[config.mk]
export PLATFORM = sky130hd
export DESIGN_NAME = lcd_nibble_write_sequencer_unit
export DESIGN_NICKNAME = d
export VERILOG_FILES = /design/src/hdl/lcdnw_pkg.sv /design/src/hdl/lcdnw_front.sv /design/src/hdl/lcdnw_queue.sv /design/src/hdl/lcdnw_back.sv /design/src/hdl/lcd_nibble_write_sequencer_unit.sv
export SDC_FILE = /design/constraint.sdc
export NUM_CORES = 1
export LEC_CHECK = 0
export BUFFER_PORTS_ARGS = -buffer_cell sky130_fd_sc_hd__buf_2
export CAP_MARGIN = 20
export CORE_ASPECT_RATIO = 1.4
export CORE_MARGIN = 8
export CORE_UTILIZATION = 45
export DETAILED_ROUTE_END_ITERATION = 8
export PLACE_DENSITY = 0.66
export SLEW_MARGIN = 20
export SYNTH_ARGS = -nofsm -noshare
export SYNTH_HDL_FRONTEND = slang
export SYNTH_SLANG_ARGS = --single-unit
[constraint.sdc]
create_clock -name clk -period 2.2 [get_ports clk]
set_input_delay 0.44 -clock clk [delete_from_list [all_inputs] [get_ports clk]]
set_output_delay 0.44 -clock clk [all_outputs]
set_load 0.02 [all_outputs]
[src/hdl/lcdnw_pkg.sv]
// Shared types, request codes and the power-up command table for the
// LCD nibble write sequencer. No dependencies.

package lcdnw_pkg;

    // Request codes on the op field
    localparam logic [2:0] OP_DATA   = 3'd0;
    localparam logic [2:0] OP_CMD    = 3'd1;
    localparam logic [2:0] OP_CURSOR = 3'd2;
    localparam logic [2:0] OP_CLEAR  = 3'd3;
    localparam logic [2:0] OP_INIT   = 3'd4;

    // HD44780 command bytes and timing
    localparam logic [7:0] CMD_CLEAR       = 8'h01;
    localparam logic [7:0] CMD_DDRAM       = 8'h80;
    localparam logic [6:0] ROW1_OFFSET     = 7'h40;
    localparam logic [7:0] POWERUP_TICKS   = 8'd150;
    localparam logic [7:0] STROBE_TICKS    = 8'd1;
    localparam logic [7:0] SETTLE_TICKS    = 8'd2;
    localparam logic [5:0] CURSOR_EXTRA    = 6'd1;
    localparam logic [5:0] CLEAR_EXTRA     = 6'd20;

    // Power-up command list: seven bytes after the leading wait
    localparam int unsigned INIT_BYTES = 7;
    localparam int unsigned BIDX_W     = $clog2(INIT_BYTES);
    localparam logic [BIDX_W-1:0] INIT_LAST_IDX = BIDX_W'(INIT_BYTES - 1);

    // Decoupling queue between front and back
    localparam int unsigned QUEUE_DEPTH = 4;
    localparam int unsigned QUEUE_AW    = $clog2(QUEUE_DEPTH);
    localparam int unsigned QCOUNT_W    = $clog2(QUEUE_DEPTH + 1);

    // One classified request as the back end sees it
    typedef struct packed {
        logic       is_init;
        logic [7:0] cmd_byte;
        logic       rs;
        logic [5:0] extra;
    } lcdnw_desc_t;

    // Queue status toward the front end and the top level
    typedef struct packed {
        logic                full;
        logic                empty;
        logic [QCOUNT_W-1:0] count;
    } lcdnw_qstat_t;

    // Byte of the power-up list at a given position
    function automatic logic [7:0] init_byte(input logic [BIDX_W-1:0] idx);
        logic [7:0] b;
        unique case (idx)
            3'd0:    b = 8'h33;
            3'd1:    b = 8'h32;
            3'd2:    b = 8'h28;
            3'd3:    b = 8'h0C;
            3'd4:    b = CMD_CLEAR;
            3'd5:    b = 8'h06;
            3'd6:    b = CMD_DDRAM;
            default: b = CMD_DDRAM;
        endcase
        return b;
    endfunction

    // Wait merged into the last hold of that byte
    function automatic logic [5:0] init_extra(input logic [BIDX_W-1:0] idx);
        logic [5:0] e;
        unique case (idx)
            3'd0:    e = 6'd50;
            3'd4:    e = CLEAR_EXTRA;
            default: e = CURSOR_EXTRA;
        endcase
        return e;
    endfunction

endpackage

[src/hdl/lcdnw_front.sv]
// Front end: takes requests, classifies them and pushes a descriptor.
// Depends on lcdnw_pkg.

module lcdnw_front (
    input  logic                  in_valid,
    input  logic [2:0]            op,
    input  logic [7:0]            data_byte,
    input  logic                  row,
    input  logic [5:0]            column,
    input  logic                  q_full,
    output logic                  in_stall,
    output logic                  push,
    output lcdnw_pkg::lcdnw_desc_t push_data
);

    logic       known_op;
    logic [6:0] addr_sum;

    // Stall only while the queue has no room
    assign in_stall = q_full;

    // Build the cursor address command
    assign addr_sum = {1'b0, column} + (row ? lcdnw_pkg::ROW1_OFFSET : 7'h00);

    // Classify the request
    always_comb
    begin
        known_op           = 1'b1;
        push_data.is_init  = 1'b0;
        push_data.cmd_byte = data_byte;
        push_data.rs       = 1'b0;
        push_data.extra    = 6'd0;
        unique case (op)
            lcdnw_pkg::OP_DATA:
            begin
                push_data.rs = 1'b1;
            end
            lcdnw_pkg::OP_CMD:
            begin
                push_data.rs = 1'b0;
            end
            lcdnw_pkg::OP_CURSOR:
            begin
                push_data.cmd_byte = lcdnw_pkg::CMD_DDRAM | {1'b0, addr_sum};
                push_data.extra    = lcdnw_pkg::CURSOR_EXTRA;
            end
            lcdnw_pkg::OP_CLEAR:
            begin
                push_data.cmd_byte = lcdnw_pkg::CMD_CLEAR;
                push_data.extra    = lcdnw_pkg::CLEAR_EXTRA;
            end
            lcdnw_pkg::OP_INIT:
            begin
                push_data.is_init  = 1'b1;
                push_data.cmd_byte = 8'h00;
            end
            default:
            begin
                known_op = 1'b0;
            end
        endcase
    end

    // Drop unknown requests, push the rest
    assign push = in_valid && !q_full && known_op;

endmodule

[src/hdl/lcdnw_queue.sv]
// Short descriptor queue between the front and back ends.
// Depends on lcdnw_pkg.

module lcdnw_queue (
    input  logic                   clk,
    input  logic                   rst_n,
    input  logic                   push,
    input  lcdnw_pkg::lcdnw_desc_t push_data,
    input  logic                   pop,
    output lcdnw_pkg::lcdnw_desc_t pop_data,
    output lcdnw_pkg::lcdnw_qstat_t stat
);

    lcdnw_pkg::lcdnw_desc_t                 mem [lcdnw_pkg::QUEUE_DEPTH];
    logic [lcdnw_pkg::QUEUE_AW-1:0]         wr_ptr_reg, wr_ptr_next;
    logic [lcdnw_pkg::QUEUE_AW-1:0]         rd_ptr_reg, rd_ptr_next;
    logic [lcdnw_pkg::QCOUNT_W-1:0]         count_reg, count_next;
    logic                                   do_push, do_pop;

    assign stat.count = count_reg;
    assign stat.full  = (count_reg == lcdnw_pkg::QCOUNT_W'(lcdnw_pkg::QUEUE_DEPTH));
    assign stat.empty = (count_reg == '0);
    assign pop_data   = mem[rd_ptr_reg];

    assign do_push = push && !stat.full;
    assign do_pop  = pop && !stat.empty;

    // Advance pointers and count
    always_comb
    begin
        wr_ptr_next = wr_ptr_reg;
        rd_ptr_next = rd_ptr_reg;
        count_next  = count_reg;
        if (do_push)
        begin
            wr_ptr_next = wr_ptr_reg + 1'b1;
        end
        if (do_pop)
        begin
            rd_ptr_next = rd_ptr_reg + 1'b1;
        end
        if (do_push && !do_pop)
        begin
            count_next = count_reg + 1'b1;
        end
        else if (do_pop && !do_push)
        begin
            count_next = count_reg - 1'b1;
        end
    end

    always_ff @(posedge clk or negedge rst_n)
    begin
        if (!rst_n)
        begin
            wr_ptr_reg <= '0;
            rd_ptr_reg <= '0;
            count_reg  <= '0;
        end
        else
        begin
            wr_ptr_reg <= wr_ptr_next;
            rd_ptr_reg <= rd_ptr_next;
            count_reg  <= count_next;
        end
    end

    // Store the pushed request
    always_ff @(posedge clk)
    begin
        if (do_push)
        begin
            mem[wr_ptr_reg] <= push_data;
        end
    end

endmodule

[src/hdl/lcdnw_back.sv]
// Back end: expands one descriptor into nibble pin states, one per cycle while
// out_stall is low, through an output register. Depends on lcdnw_pkg.

module lcdnw_back (
    input  logic                   clk,
    input  logic                   rst_n,
    input  logic                   q_empty,
    input  lcdnw_pkg::lcdnw_desc_t pop_data,
    output logic                   pop,
    output logic                   out_valid,
    input  logic                   out_stall,
    output logic [3:0]             data_nibble,
    output logic                   reg_select,
    output logic                   enable,
    output logic [7:0]             hold_ticks,
    output logic                   last
);

    typedef enum logic [2:0] {
        ST_IDLE = 3'b001,
        ST_WAIT = 3'b010,
        ST_SEND = 3'b100
    } back_state_t;

    back_state_t                       state_reg, state_next;
    lcdnw_pkg::lcdnw_desc_t            desc_reg, desc_next;
    logic [lcdnw_pkg::BIDX_W-1:0]      bidx_reg, bidx_next;
    logic [1:0]                        step_reg, step_next;
    logic                              out_valid_reg, out_valid_next;
    logic [3:0]                        nib_reg, nib_next;
    logic                              rs_reg, rs_next;
    logic                              en_reg, en_next;
    logic [7:0]                        hold_reg, hold_next;
    logic                              last_reg, last_next;
    logic                              load;
    logic                              emit;
    logic [7:0]                        cur_byte;
    logic [5:0]                        cur_extra;
    logic                              final_byte;

    // Output register frees up when empty or taken
    assign load = !out_valid_reg || !out_stall;

    assign cur_byte   = desc_reg.is_init ? lcdnw_pkg::init_byte(bidx_reg) : desc_reg.cmd_byte;
    assign cur_extra  = desc_reg.is_init ? lcdnw_pkg::init_extra(bidx_reg) : desc_reg.extra;
    assign final_byte = !desc_reg.is_init || (bidx_reg == lcdnw_pkg::INIT_LAST_IDX);

    // Sequence the pin states
    always_comb
    begin
        state_next = state_reg;
        desc_next  = desc_reg;
        bidx_next  = bidx_reg;
        step_next  = step_reg;
        pop        = 1'b0;
        emit       = 1'b0;
        nib_next   = nib_reg;
        rs_next    = rs_reg;
        en_next    = en_reg;
        hold_next  = hold_reg;
        last_next  = last_reg;
        unique case (state_reg)
            ST_IDLE:
            begin
                if (!q_empty)
                begin
                    pop        = 1'b1;
                    desc_next  = pop_data;
                    bidx_next  = '0;
                    step_next  = 2'd0;
                    state_next = pop_data.is_init ? ST_WAIT : ST_SEND;
                end
            end
            ST_WAIT:
            begin
                if (load)
                begin
                    emit       = 1'b1;
                    nib_next   = 4'h0;
                    rs_next    = 1'b0;
                    en_next    = 1'b0;
                    hold_next  = lcdnw_pkg::POWERUP_TICKS;
                    last_next  = 1'b0;
                    state_next = ST_SEND;
                end
            end
            ST_SEND:
            begin
                if (load)
                begin
                    emit      = 1'b1;
                    nib_next  = step_reg[1] ? cur_byte[3:0] : cur_byte[7:4];
                    rs_next   = desc_reg.rs;
                    en_next   = !step_reg[0];
                    last_next = (step_reg == 2'd3) && final_byte;
                    if (!step_reg[0])
                    begin
                        hold_next = lcdnw_pkg::STROBE_TICKS;
                    end
                    else if (step_reg[1])
                    begin
                        hold_next = lcdnw_pkg::SETTLE_TICKS + {2'b00, cur_extra};
                    end
                    else
                    begin
                        hold_next = lcdnw_pkg::SETTLE_TICKS;
                    end
                    step_next = step_reg + 1'b1;
                    if (step_reg == 2'd3)
                    begin
                        if (final_byte)
                        begin
                            state_next = ST_IDLE;
                        end
                        else
                        begin
                            bidx_next = bidx_reg + 1'b1;
                        end
                    end
                end
            end
            default:
            begin
                state_next = ST_IDLE;
            end
        endcase
        out_valid_next = load ? emit : out_valid_reg;
    end

    always_ff @(posedge clk or negedge rst_n)
    begin
        if (!rst_n)
        begin
            state_reg     <= ST_IDLE;
            out_valid_reg <= 1'b0;
            bidx_reg      <= '0;
            step_reg      <= 2'd0;
        end
        else
        begin
            state_reg     <= state_next;
            out_valid_reg <= out_valid_next;
            bidx_reg      <= bidx_next;
            step_reg      <= step_next;
        end
    end

    // Payload registers
    always_ff @(posedge clk)
    begin
        desc_reg <= desc_next;
        nib_reg  <= nib_next;
        rs_reg   <= rs_next;
        en_reg   <= en_next;
        hold_reg <= hold_next;
        last_reg <= last_next;
    end

    assign out_valid   = out_valid_reg;
    assign data_nibble = nib_reg;
    assign reg_select  = rs_reg;
    assign enable      = en_reg;
    assign hold_ticks  = hold_reg;
    assign last        = last_reg;

endmodule

[src/hdl/lcd_nibble_write_sequencer_unit.sv]
// Top level of the LCD nibble write sequencer: front end, descriptor queue,
// back end. Depends on lcdnw_pkg, lcdnw_front, lcdnw_queue, lcdnw_back.
//
//   channel | handshake           | payload
//   --------+---------------------+-------------------------------------------
//   in      | in_valid, in_stall  | op, data_byte, row, column
//   out     | out_valid, out_stall| data_nibble, reg_select, enable,
//           |                     | hold_ticks, last
//
// A byte request gives 4 pin states and init gives 29; the back end pops the queue
// in its idle state, then gives one state per cycle while out_stall is low. The back
// end sequencer and its single output register set that pace.
// The front end takes requests while the 4-entry queue has room, so it runs
// ahead of a stalled output. Unknown op codes are taken and dropped.
// Reset is asynchronous, active low, and empties the queue and the output.

module lcd_nibble_write_sequencer_unit (
    input  logic       clk,
    input  logic       rst_n,
    input  logic       in_valid,
    output logic       in_stall,
    input  logic [2:0] op,
    input  logic [7:0] data_byte,
    input  logic       row,
    input  logic [5:0] column,
    output logic       out_valid,
    input  logic       out_stall,
    output logic [3:0] data_nibble,
    output logic       reg_select,
    output logic       enable,
    output logic [7:0] hold_ticks,
    output logic       last
);

    logic                     push;
    logic                     pop;
    lcdnw_pkg::lcdnw_desc_t   push_data;
    lcdnw_pkg::lcdnw_desc_t   pop_data;
    lcdnw_pkg::lcdnw_qstat_t  q_stat;

    // Classify requests
    lcdnw_front u_front (
        .in_valid  (in_valid),
        .op        (op),
        .data_byte (data_byte),
        .row       (row),
        .column    (column),
        .q_full    (q_stat.full),
        .in_stall  (in_stall),
        .push      (push),
        .push_data (push_data)
    );

    // Hold pending requests
    lcdnw_queue u_queue (
        .clk       (clk),
        .rst_n     (rst_n),
        .push      (push),
        .push_data (push_data),
        .pop       (pop),
        .pop_data  (pop_data),
        .stat      (q_stat)
    );

    // Expand into pin states
    lcdnw_back u_back (
        .clk         (clk),
        .rst_n       (rst_n),
        .q_empty     (q_stat.empty),
        .pop_data    (pop_data),
        .pop         (pop),
        .out_valid   (out_valid),
        .out_stall   (out_stall),
        .data_nibble (data_nibble),
        .reg_select  (reg_select),
        .enable      (enable),
        .hold_ticks  (hold_ticks),
        .last        (last)
    );

    // Strobe states are one tick long
    a_strobe_hold: assert property (@(posedge clk) disable iff (!rst_n)
        out_valid && enable |-> hold_ticks == lcdnw_pkg::STROBE_TICKS)
        else $error("strobe state with wrong hold");

    // The closing state of a request has EN low
    a_last_en_low: assert property (@(posedge clk) disable iff (!rst_n)
        out_valid && last |-> !enable)
        else $error("last state with EN high");

    // Queue count stays within depth
    a_queue_count: assert property (@(posedge clk) disable iff (!rst_n)
        q_stat.count <= lcdnw_pkg::QCOUNT_W'(lcdnw_pkg::QUEUE_DEPTH))
        else $error("queue count overflow");

    // A taken strobe is followed by its EN-low state on the same nibble
    a_strobe_pair: assert property (@(posedge clk) disable iff (!rst_n)
        out_valid && !out_stall && enable |=>
            out_valid && !enable && data_nibble == $past(data_nibble))
        else $error("strobe not followed by settle state");

endmodule
# Yosys cells after proc, flatten, opt, wreduce, memory -nomap -nowiden
# Memory sizes are Yosys's and may differ from the RTL's.
# Index checks and enable logic that the tools add are counted.
# W data, S select, Z words.
# classes
addsub	8
eq_ne	21
n_mux	48
bitwise	1
reduce_logical	30
# ops
operator	count
$pmux W8 S6	1
$mux W8	5
$mux W3	12
$pmux W8 S3	1
$eq A3 B3 Y1 const B	6
$pmux W8 S2	1
$eq A3 B2 Y1 const B	5
$mux W1	12
$mux W4	3
$pmux W6 S2	1
$pmux W5 S2	1
$reduce_and A5 Y1	2
$eq A3 B1 Y1 const B	3
$logic_not A3 Y1	3
$pmux W3 S3	1
$logic_not A1 Y1	8
$ne A2 B1 Y1 const B	4
$pmux W4 S2	1
$add A2 B6 Y7 const A	1
$add A6 B7 Y7	1
$logic_and A1 B1 Y1	7
$mux W7	1
$add A2 B1 Y2 const B	3
$add A3 B1 Y3 const B	2
other kinds (15)	23
# word_totals
register_bits	47
ram_bits	60
inputBits	22
out_inout_bits	17
word_cells	125
memories	1
# mem_list
name	words	width	read_ports	rd_ports_with_merged_regs	wr	line	source
u_queue.mem	4	15	1	0	1	lcdnw_queue.sv:14	lcdnw_pkg::lcdnw_desc_t mem [lcdnw_pkg::QUEUE_DEPTH];

# Depth between registers and ports, before layout
# Gate-level depths: netlist of run 1.
# logic_depth
word_depth	9
depth_mapped	10
ltp_nobuf	9

# Cells and area by module
# Synthesis of run 1 repeated with hierarchy kept, for this count alone.
# unflattened
hier_cells	325
area_unflattened_um2	5007.3
# by_module_without_submodules
module	n_inst	cells_per_inst	area_per_inst_um2	seq_area_each_um2
lcdnw_queue	1	120	2778.9	2097.0
lcdnw_back	1	157	1881.8	1157.4
lcdnw_front	1	48	346.6	0.0

# Worst setup path after synthesis of run 1
# OpenSTA, ideal clock, no wires.
# synth_path
path_type	reg-to-reg
startpoint	register u_queue.count_reg[0] in the netlist's numbering
endpoint	register u_queue.count_reg[1] in the netlist's numbering
setup_ns	0.125
arrival_time_ns	2.215
required_ns	2.075
setup_slack_ns	-0.140
path_stages_with_launch	7
path_buffers	0
period_less_slack_ns	2.340
cell_sequence	dfrtp_1 -> nor3b_1 -> nor2_1 -> ha_1 -> inv_1 -> fa_1 -> mux2_2
# synth_between
elab_cells_between_ends	19
cone_classes	2 x add/sub; 1 x eq/ne; 4 x mux; 12 x reduce/logical
# synth_rtl
element	line	source
from (decl)	lcdnw_queue.sv:17	logic [lcdnw_pkg::QCOUNT_W-1:0] count_reg, count_next;
from (signal assigned)	lcdnw_queue.sv:64	count_reg <= count_next;
$eq A3 B3 Y1 (*)	lcdnw_queue.sv:21	assign stat.full = (count_reg == lcdnw_pkg::QCOUNT_W'(lcdnw_pkg::QUEUE_DEPTH));
net in_stall	lcd_nibble_write_sequencer_unit.sv:21	output logic in_stall,
$logic_not A1 Y1 (*)	lcdnw_front.sv:65, lcdnw_queue.sv:25	
$logic_and A1 B1 Y1 (2 in a row)	lcdnw_front.sv:65	assign push = in_valid && !q_full && known_op;
$logic_and A1 B1 Y1 (*)	lcdnw_queue.sv:25	assign do_push = push && !stat.full;
net u_queue.do_push	lcdnw_queue.sv:18	logic do_push, do_pop;
$logic_and A1 B1 Y1 (*)	lcdnw_queue.sv:42	if (do_push && !do_pop)
$mux W3 (*)	lcdnw_queue.sv:42	
net u_queue.count_next, one bit	lcdnw_queue.sv:17	
# The timed path passes the listed nets; every way through them passes the cells marked *. The select of a mux whose other input is x is not followed.
# A chain may end at the register's enable or synchronous reset.

# Worst setup path after layout of run 1
# layout_path
startpoint	register u_back.state_reg[0]
endpoint	register u_queue.count_reg[1] in the netlist's numbering
# layout_between
elab_chain_cells	6
elab_cells_between_ends	8
cone_classes	1 x eq/ne; 2 x mux; 5 x reduce/logical
# layout_rtl
element	line	source
from (decl)	lcdnw_back.sv:25	back_state_t state_reg, state_next;
from (signal assigned)	lcdnw_back.sv:141	state_reg <= state_next;
$eq A3 B1 Y1	lcdnw_back.sv:62	unique case (state_reg)
$mux W1	lcdnw_back.sv:62	
$logic_and A1 B1 Y1	lcdnw_queue.sv:26	assign do_pop = pop && !stat.empty;
$logic_not A1 Y1	lcdnw_queue.sv:42	
$logic_and A1 B1 Y1	lcdnw_queue.sv:42	
$mux W3	lcdnw_queue.sv:42	
net u_queue.count_next, one bit	lcdnw_queue.sv:17	
# The timed path passes the listed nets, and every way through them passes these cells.

==> impl_metrics.csv, run 1 <==
group,metric,value,unit
run_status,status,"complete, no violations",
cts,numCtsBuffers,9,
cts,ctsHoldBuffers,0,
yosys,synth_top_area_share,0.556,
worst_setup_path,reg2reg_setup_slack,0.13,ns
global_routing,grt_pass1_wl,11.1,mm
timing,slew_viol_final,0,
worst_setup_path,startpoint_type,"register",
yosys,synth.distinct_cells,47,
worst_setup_path,crit_start,"u_back.state_reg[0]",
cts,clkLatencyLatePin,0.34,ns
yosys,synth-edff-count,74,
timing,period_minus_slack,2.07,ns
hold_path,hold_class,"primary input to asynchronous set/reset pin",
drt,postRouteWirelength,6.68,mm
pwr,max-vdd-ir-drop,0.000510,V
placement,routabilityCongestion,0.760,
worst_setup_path,path_max_fanout,5,
pwr,powerDensity,1240,nW/µm²
floorplan,rows,40,
drt,vias,2274,
yosys,ys_ff_latch,90,
floorplan,start_util,0.464,
pwr,finalPower,5820,µW
yosys,synth_seq_area_share,0.656,
final_layout,area_growth,17.1,%
floorplan,ios,39,
cts,cts-root-buf,"clkbuf_16",
final_layout,num-fill-cells,737,
worst_setup_path,crit_end,"u_queue.count_reg[1]",
timing,fin_skew,0.00563,ns
worst_setup_path,r2r-start,"u_back.state_reg[0]",
worst_setup_path,crit_type,"register to register",
yosys,ys_async_sr_fraction,0.178,
yosys,syn_nets,310,
final_layout,n_antenna_cell,0,
floorplan,chipHeight,128,µm
final_layout,finalNetCount,363,
global_routing,gr-usage-all-layers,0.120,
final_layout,largest_reg_flops,48,
timing,clock.fmax,482,MHz
global_routing,grt_antenna_before_repair,0,
timing,tns,0,ns
cts,clk_pin_slew,0.06,ns
yosys,synthCells,276,
yosys,synthFlopType,"edfxtp_1",
timing,min_period_over_period,0.942,
cts,cts_sinks,90,
drt,drcViolationCount,0,
drt,wl_per_cell,15.2,µm
cts,cts_buffer_depth,2,
placement,postPlaceCellArea,4380,µm²
timing,fin_ws,0.127,ns
placement,dp_worst_setup_slack,0.0693,ns
final_layout,stdcell_area,4680,µm²
worst_setup_path,r2r-end,"u_queue.count_reg[1]",
yosys,ys_top_cells_by_area,"edfxtp_1, dfrtp_1, mux4_2, ha_1, nand2_1",
cts,cts_tree,"yes",
yosys,yosysMostFrequentCell,"edfxtp_1",
worst_setup_path,worstPathArrival,2.29,ns
pwr,p_leak,0.00178,µW
cts,h-tree-depth,3,
worst_setup_path,cp-end-kind,"register",
worst_setup_path,crit_required,2.42,ns
drt,drt_iter0_markers,106,
timing,rsz0062_at_grt,"false",
drt,first_pass_iters,4,
worst_setup_path,r2r_cells,6,
yosys,synth_warnings,0,
drt,ant_nets,0,
final_layout,drive_above_1_share,0.279,
yosys,netlist_top_cells_count,"edfxtp_1, nand2_1, dfrtp_1, mux4_2, nor2_1",
yosys,syn_area,4000,µm²
run,maxCapViolations,0,
placement,dp_hpwl,4.84,mm
global_routing,grt_overflow,0,
global_routing,grt_pass1_vias,2305,
timing,setup_violations,0,
global_routing,grt_max_degree,19,
yosys,yosysTopAreaCell,"edfxtp_1",
yosys,syn_area_per_cell,14.5,µm²
drt,routed_via_density,5.19,
timing,worstMarginPinSlew,0.513,ns
floorplan,dieWidth,95.7,µm
placement,numPortBuffers,37,
floorplan,die-area,12200,µm²
timing,hold_viol_final,0,
floorplan,fp.coreArea,8610,µm²
timing,slew_headroom,0.658,
[worst min path at each step]
stage	startpoint	endpoint	slack, ns	depth (start not counted)
2_1_floorplan	rst_n	u_back.bidx_reg[0]	0.14	0
3_3_place_gp	rst_n	u_queue.wr_ptr_reg[0]	0.39	1
3_5_place_dp	rst_n	u_queue.wr_ptr_reg[0]	0.39	1
4_1_cts	rst_n	u_queue.wr_ptr_reg[0]	0.03	1
5_1_grt	rst_n	u_back.state_reg[1]	0.05	1
6_report	rst_n	u_queue.wr_ptr_reg[1]	0.02	1
[area by class of cell]
class,instances,area (µm²),area share
Tap cell,105,131,0.0281
Sequential cell,90,2630,0.561
Multi-Input combinational cell,160,1270,0.272
Clock inverter,6,58.8,0.0126
Timing Repair Buffer,55,320,0.0684
Clock buffer,9,225,0.0481
Inverter,13,48.8,0.0104
[report_power, final]
group          switching [µW]  leakage (µW)  internal, µW  total (µW)
sequential                302      0.000883          2410        2710
clock                     587      0.000136           864        1450
combinational             844      0.000760           814        1660
[stage by stage]
stage                     utilization  hold slack [ns]  instances
final                           0.544           0.0202        438
after global routing            0.544           0.0464        438
after CTS                       0.542           0.0272        436
after detailed placement        0.509            0.386        421
after global placement          0.509            0.385        421
after floorplan                     -            0.144        276
[critical path, cell delays in order, from the launching register on]
cell and delay (ns):
dfstp_2 0.57, nor3b_1 0.31, nand2_1 0.14, ha_2 0.21, inv_1 0.06, fa_1 0.40, mux2_2 0.26
[placed cells by master, fill, tap and decap left out, types with 2 or more instances in the layout]
cell / instances
nor3b_1: 2
dfrtp_1: 14
mux2i_1: 4
inv_1: 12
xor2_1: 4
clkinv_1: 2
a22o_1: 6
nor2_1: 12
nand2b_1: 4
clkbuf_16: 9
mux4_2: 14
ha_1: 10
and2_1: 9
a21oi_1: 9
nor2b_1: 2
nor3_1: 3
mux2_2: 2
o21ai_0: 10
xnor2_1: 4
a31oi_1: 3
edfxtp_1: 74
nand2_1: 30
buf_4: 18
or4_1: 2
nand3_1: 9
buf_2: 37
[routing by layer]
metal,vias up,GRT usage,part of all wire
met5,-,0,0
met4,0,0.0817,0.030
met3,11,0.0199,0.038
met2,39,0.207,0.53
met1,1098,0.130,0.40
li1,1126,-,-
[cells by family after synthesis]
family | count (synthesis) | synth area share
xor gates and xnor gates | 8 | 0.0175
DFF | 90 | 0.656
muxes | 20 | 0.0945
other | 1 | 0.000938
AOI/OAI and AO/OA | 36 | 0.0582
buffers and inverters | 26 | 0.0279
and+or+nand+nor | 83 | 0.105
adders and majority gates | 12 | 0.0394
[what timing repair did]
| action | CTS | global route |
|---|---|---|
| gates resized for setup | 0 | 2 |
| setup endpoints to repair | 0 | 2 |
| setup buffers | 0 | 2 |
(Power assumes the default switching activity.)
==> run 2, diff against run 1 <==
--- a/config.mk
+++ b/config.mk
@@ -8,10 +8,8 @@
 export BUFFER_PORTS_ARGS = -buffer_cell sky130_fd_sc_hd__buf_2
 export CAP_MARGIN = 20
 export CORE_ASPECT_RATIO = 1.4
-export CORE_MARGIN = 8
-export CORE_UTILIZATION = 45
+export CORE_UTILIZATION = 30
 export DETAILED_ROUTE_END_ITERATION = 8
-export PLACE_DENSITY = 0.66
 export SLEW_MARGIN = 20
 export SYNTH_ARGS = -nofsm -noshare
 export SYNTH_HDL_FRONTEND = slang
==> run 2 against run 1 <==
Critical endpoint is now u_queue.count_reg[2]. Largest power group unchanged. Sequential share of layout area shrank 1.5 points. Critical path type unchanged. Final cell count up 17%. Highest routed layer unchanged. Clock-buffer cell count unchanged.
==> impl_metrics.csv, run 2 (synthesis results as in run 1) <==
group,metric,value,unit
worst_setup_path,cp_slowest_stage_delay,0.44,ns
drt,drt_iter0_markers,88,
pwr,max-vdd-ir-drop,0.000437,V
floorplan,rows,49,
drt,drcViolationCount,0,
placement,dp_hpwl,4.92,mm
timing,slew_headroom,0.650,
cts,h-tree-depth,3,
placement,numPortBuffers,37,
run,maxCapViolations,0,
worst_setup_path,worstPathArrival,2.30,ns
cts,clk_pin_slew,0.06,ns
timing,tns,0,ns
timing,min_period_over_period,0.925,
worst_setup_path,cp-end-kind,"register",
final_layout,drive_above_1_share,0.284,
run_status,status,"complete, no violations",
floorplan,fp.coreArea,12900,µm²
timing,fin_skew,0.00647,ns
final_layout,final_cell_mix,"edfxtp_1, buf_2, nand2_1",
pwr,powerDensity,1250,nW/µm²
worst_setup_path,crit_required,2.47,ns
worst_setup_path,worstPathCellList,"or3_1 -> nand2_1 -> ha_1 -> inv_1 -> fa_1 -> xor2_1 -> nor2_1 -> xor2_1",
final_layout,num-fill-cells,1258,
drt,ant_nets,0,
floorplan,dieWidth,99.6,µm
final_layout,instances_no_fill,512,
final_layout,n_antenna_cell,0,
worst_setup_path,path_buf_inv,1,
timing,clock.fmax,491,MHz
drt,wl_per_cell,13.3,µm
final_layout,mostFrequentLayoutCell,"edfxtp_1",
worst_setup_path,cp_common_cell,"xor2_1",
cts,cts_buffer_depth,2,
final_layout,multi_input_area,1270,µm²
drt,routed_via_density,4.54,
cts,cts_tree,"yes",
pwr,finalPower,5990,µW
timing,hold_viol_final,0,
hold_path,hold_class,"primary input to asynchronous set/reset pin",
global_routing,grt_pass1_vias,2376,
worst_setup_path,startpoint_type,"register",
timing,worstMarginPinSlew,0.524,ns
final_layout,seqCellArea,2630,µm²
floorplan,chipHeight,139,µm
global_routing,grt_overflow,0,
global_routing,grt_max_degree,19,
global_routing,gr-usage-all-layers,0.111,
drt,vias,2324,
worst_setup_path,cp_slowest_cell,"dfrtp_2",
drt,postRouteWirelength,6.81,mm
floorplan,start_util,0.309,
placement,routabilityCongestion,0.775,
timing,period_minus_slack,2.04,ns
cts,numCtsBuffers,9,
timing,slew_viol_final,0,
cts,cts-root-buf,"clkbuf_16",
placement,dp_worst_setup_slack,-0.0280,ns
global_routing,grt_antenna_before_repair,0,
final_layout,largest_reg_flops,48,
placement,dp_cells,495,
timing,rsz0062_at_grt,"true",
cts,cts_sinks,90,
floorplan,die-area,13800,µm²
final_layout,area_growth,20.3,%
timing,fin_ws,0.164,ns
drt,first_pass_iters,4,
worst_setup_path,path_max_fanout,4,
pwr,p_leak,0.00179,µW
worst_setup_path,crit_type,"register to register",
cts,clkLatencyLatePin,0.34,ns
final_layout,finalNetCount,363,
timing,setup_violations,0,
floorplan,ios,39,
cts,ctsHoldBuffers,0,
worst_setup_path,critical-path-top-delay-family,"simple AND/OR/NAND/NOR gates",
global_routing,grt_pass1_wl,11.7,mm
==> run 2: area by class of cell <==
class | count | share of cell area
Clock buffer | 9 | 0.0468
Clock inverter | 7 | 0.0195
Inverter | 13 | 0.0101
Multi-Input combinational cell | 160 | 0.265
Sequential cell | 90 | 0.546
Tap cell | 178 | 0.0463
Timing Repair Buffer | 55 | 0.0666
==> run 2: worst paths after layout <==
path                       depth (start not counted)                 start               endpoint  slack, ns
hold / removal                                     1                 rst_n  u_queue.wr_ptr_reg[0]       0.01
max in group asynchronous                          1                 rst_n    u_back.state_reg[0]       1.87
setup / recovery                                   8  u_queue.count_reg[0]   u_queue.count_reg[2]       0.16
hold reg to reg                                    1  u_queue.count_reg[2]   u_queue.count_reg[2]       0.48
min in group clk                                   3             out_stall       u_back.out_valid       0.48
setup reg to reg                                   8  u_queue.count_reg[0]   u_queue.count_reg[2]       0.16
==> run 2: stage by stage <==
stage	area (µm²)	hold slack, ns	util
after global routing	4810	0.0337	0.372
after floorplan	4010	0.144	-
final	4810	0.0124	0.372
after CTS	4800	0.0202	0.371
after detailed placement	4480	0.385	0.346
after global placement	4480	0.379	0.346
==> run 2: report_power, final <==
part / internal [µW] / leakage, µW / switching, µW
combinational: 811 / 0.000765 / 891
sequential: 2410 / 0.000883 / 270
clock: 990 / 0.000141 / 624
total: 4210 / 0.00179 / 1790
==> run 2: repair_timing <==
item | CTS | global route
resized for setup | 0 | 2
setup buffers | 0 | 1
endpoints found under the setup margin | 0 | 2
==> run 2: layer usage <==
metal  GRT usage  vias up  routed length [µm]
met2       0.195       54                3620
met1       0.127     1130                2780
met5           0        -                   0
met3      0.0207       14                 227
li1            -     1126                   -
met4      0.0604        0                 177
==> run 3, diff against run 2 <==
==> constraint.sdc (replaced) <==
create_clock -name clk -period 2.2 [get_ports clk]
set_input_delay 0.11 -clock clk [delete_from_list [all_inputs] [get_ports clk]]
set_output_delay 0.11 -clock clk [all_outputs]
set_load 0.02 [all_outputs]
==> run 3 against run 2 <==
Combinational power about the same. Design area decreased by 1.1%. Non-clock buffer count decreased by 1. Final cell count decreased by 0.20%. Sequential share of layout area increased by 0.59 points. Routed wire length increased by 2.0%. Power decreased by 3.1%. Via count decreased by 0.56%. Critical path depth unchanged. Flip-flop and latch count unchanged.
==> impl_metrics.csv, run 3 (synthesis results as in run 1) <==
group,metric,value,unit
run_status,status,"complete, no violations",
worst_setup_path,cp_slowest_cell,"dfrtp_2",
drt,drt_iter0_markers,63,
cts,clkLatencyLatePin,0.34,ns
floorplan,die-area,13800,µm²
pwr,finalPower,5810,µW
timing,rsz0062_at_grt,"true",
worst_setup_path,worstPathArrival,2.35,ns
pwr,max-vdd-ir-drop,0.000454,V
cts,cts-root-buf,"clkbuf_16",
global_routing,gr-usage-all-layers,0.108,
final_layout,mostFrequentLayoutCell,"edfxtp_1",
drt,wl_met1,2.75,mm
cts,numCtsBuffers,9,
drt,ant_nets,0,
drt,wl_per_cell,13.6,µm
worst_setup_path,cp-end-kind,"register",
final_layout,multi_input_area,1270,µm²
run,maxCapViolations,0,
worst_setup_path,crit_type,"register to register",
drt,first_pass_iters,4,
final_layout,drive_above_1_share,0.279,
final_layout,largest_reg_flops,48,
hold_path,hold_class,"primary input to register",
pwr,powerDensity,1220,nW/µm²
global_routing,grt_pass1_vias,2313,
final_layout,seqCellArea,2630,µm²
floorplan,ios,39,
timing,fin_skew,0.0100,ns
drt,drcViolationCount,0,
timing,hold_viol_final,0,
final_layout,finalNetCount,362,
cts,h-tree-depth,3,
timing,period_minus_slack,2.09,ns
worst_setup_path,crit_required,2.45,ns
drt,dr.max_layer_used,"met4",
floorplan,dieWidth,99.6,µm
final_layout,num-fill-cells,1256,
timing,slew_headroom,0.655,
timing,whs,0.162,ns
floorplan,fp.coreArea,12900,µm²
global_routing,grt_overflow,0,
floorplan,start_util,0.309,
cts,cts_tree,"yes",
timing,slew_viol_final,0,
timing,worstMarginPinSlew,0.512,ns
timing,min_period_over_period,0.952,
worst_setup_path,worstPathCellList,"or3_1 -> nand2_1 -> ha_1 -> inv_1 -> fa_1 -> xor2_1 -> nor2_1 -> xor2_1",
drt,dr_wl_met3,241,µm
worst_setup_path,path_max_fanout,4,
final_layout,n_antenna_cell,0,
worst_setup_path,cp_common_cell,"xor2_1",
drt,postRouteWirelength,6.94,mm
floorplan,rows,49,
drt,vias,2311,
cts,cts_sinks,90,
global_routing,grt_antenna_before_repair,0,
placement,routabilityCongestion,0.787,
global_routing,grt_pass1_wl,11.2,mm
worst_setup_path,startpoint_type,"register",
timing,clock.fmax,478,MHz
final_layout,final_cell_mix,"edfxtp_1, buf_2, nand2_1",
cts,clk_pin_slew,0.07,ns
placement,numPortBuffers,37,
placement,dp_hpwl,5.03,mm
floorplan,chipHeight,139,µm
worst_setup_path,cp_slowest_stage_delay,0.44,ns
drt,routed-wl-met2,3.81,mm
drt,routed_via_density,4.52,
global_routing,grt_max_degree,19,
final_layout,area_growth,19.1,%
pwr,p_leak,0.00178,µW
cts,cts_buffer_depth,2,
timing,setup_violations,0,
## run 3: cell type report
class,instances,share of cell area
Sequential cell,90,0.552
Multi-Input combinational cell,160,0.267
Timing Repair Buffer,54,0.0662
Clock inverter,7,0.0105
Tap cell,178,0.0468
Clock buffer,9,0.0473
Inverter,13,0.0103
## run 3: through the flow
step	TNS [ns]	utilization	cell area (µm²)	cells	setup WS, ns
finish	0	0.368	4760	511	0.106
global route	-0.0219	0.368	4760	511	-0.0219
CTS	0	0.367	4750	510	0.0609
detailed placement	0	0.345	4460	493	0.0793
global placement	0	0.345	4460	493	0.181
floorplan	0	-	4000	276	0.140
## run 3: worst paths after layout
path                            slack [ns]  cells after the start               endpoint             startpoint
worst max-delay path                  0.11                      8   u_queue.count_reg[2]   u_queue.count_reg[0]
worst min-delay path                  0.16                      3       u_back.out_valid              out_stall
worst max register to register        0.11                      8   u_queue.count_reg[2]   u_queue.count_reg[0]
worst min register to register        0.50                      1  u_queue.rd_ptr_reg[0]  u_queue.rd_ptr_reg[0]
max in group asynchronous             1.66                      2    u_back.state_reg[0]                  rst_n
min in group asynchronous             0.23                      2     u_back.bidx_reg[0]                  rst_n
## run 3: where the power goes
group | switching, µW | internal [µW]
logic | 895 | 811
clock network | 648 | 773
registers | 271 | 2410
total | 1810 | 3990
## run 3: timing repair
action | 4_1_cts | 5_1_grt
resized for setup | 0 | 2
endpoints found under the hold margin | 16 | 0
setup buffers | 0 | 1
hold buffers | 1 | 0
setup endpoints to repair | 0 | 2
## run 3: worst max-delay path, delay by kind of cell, from the launching register on
kind          cells  cell delay, ns
simple gates      3            0.59
fa+ha+maj         2            0.56
flops             1            0.44
xor+xnor          2            0.36
buf+inv           1            0.06
## run 3: routing by layer
metal	vias to the layer above	global-route usage
met1	1130	0.114
met5	-	0
met4	0	0.0604
met3	9	0.0227
li1	1125	-
met2	47	0.196
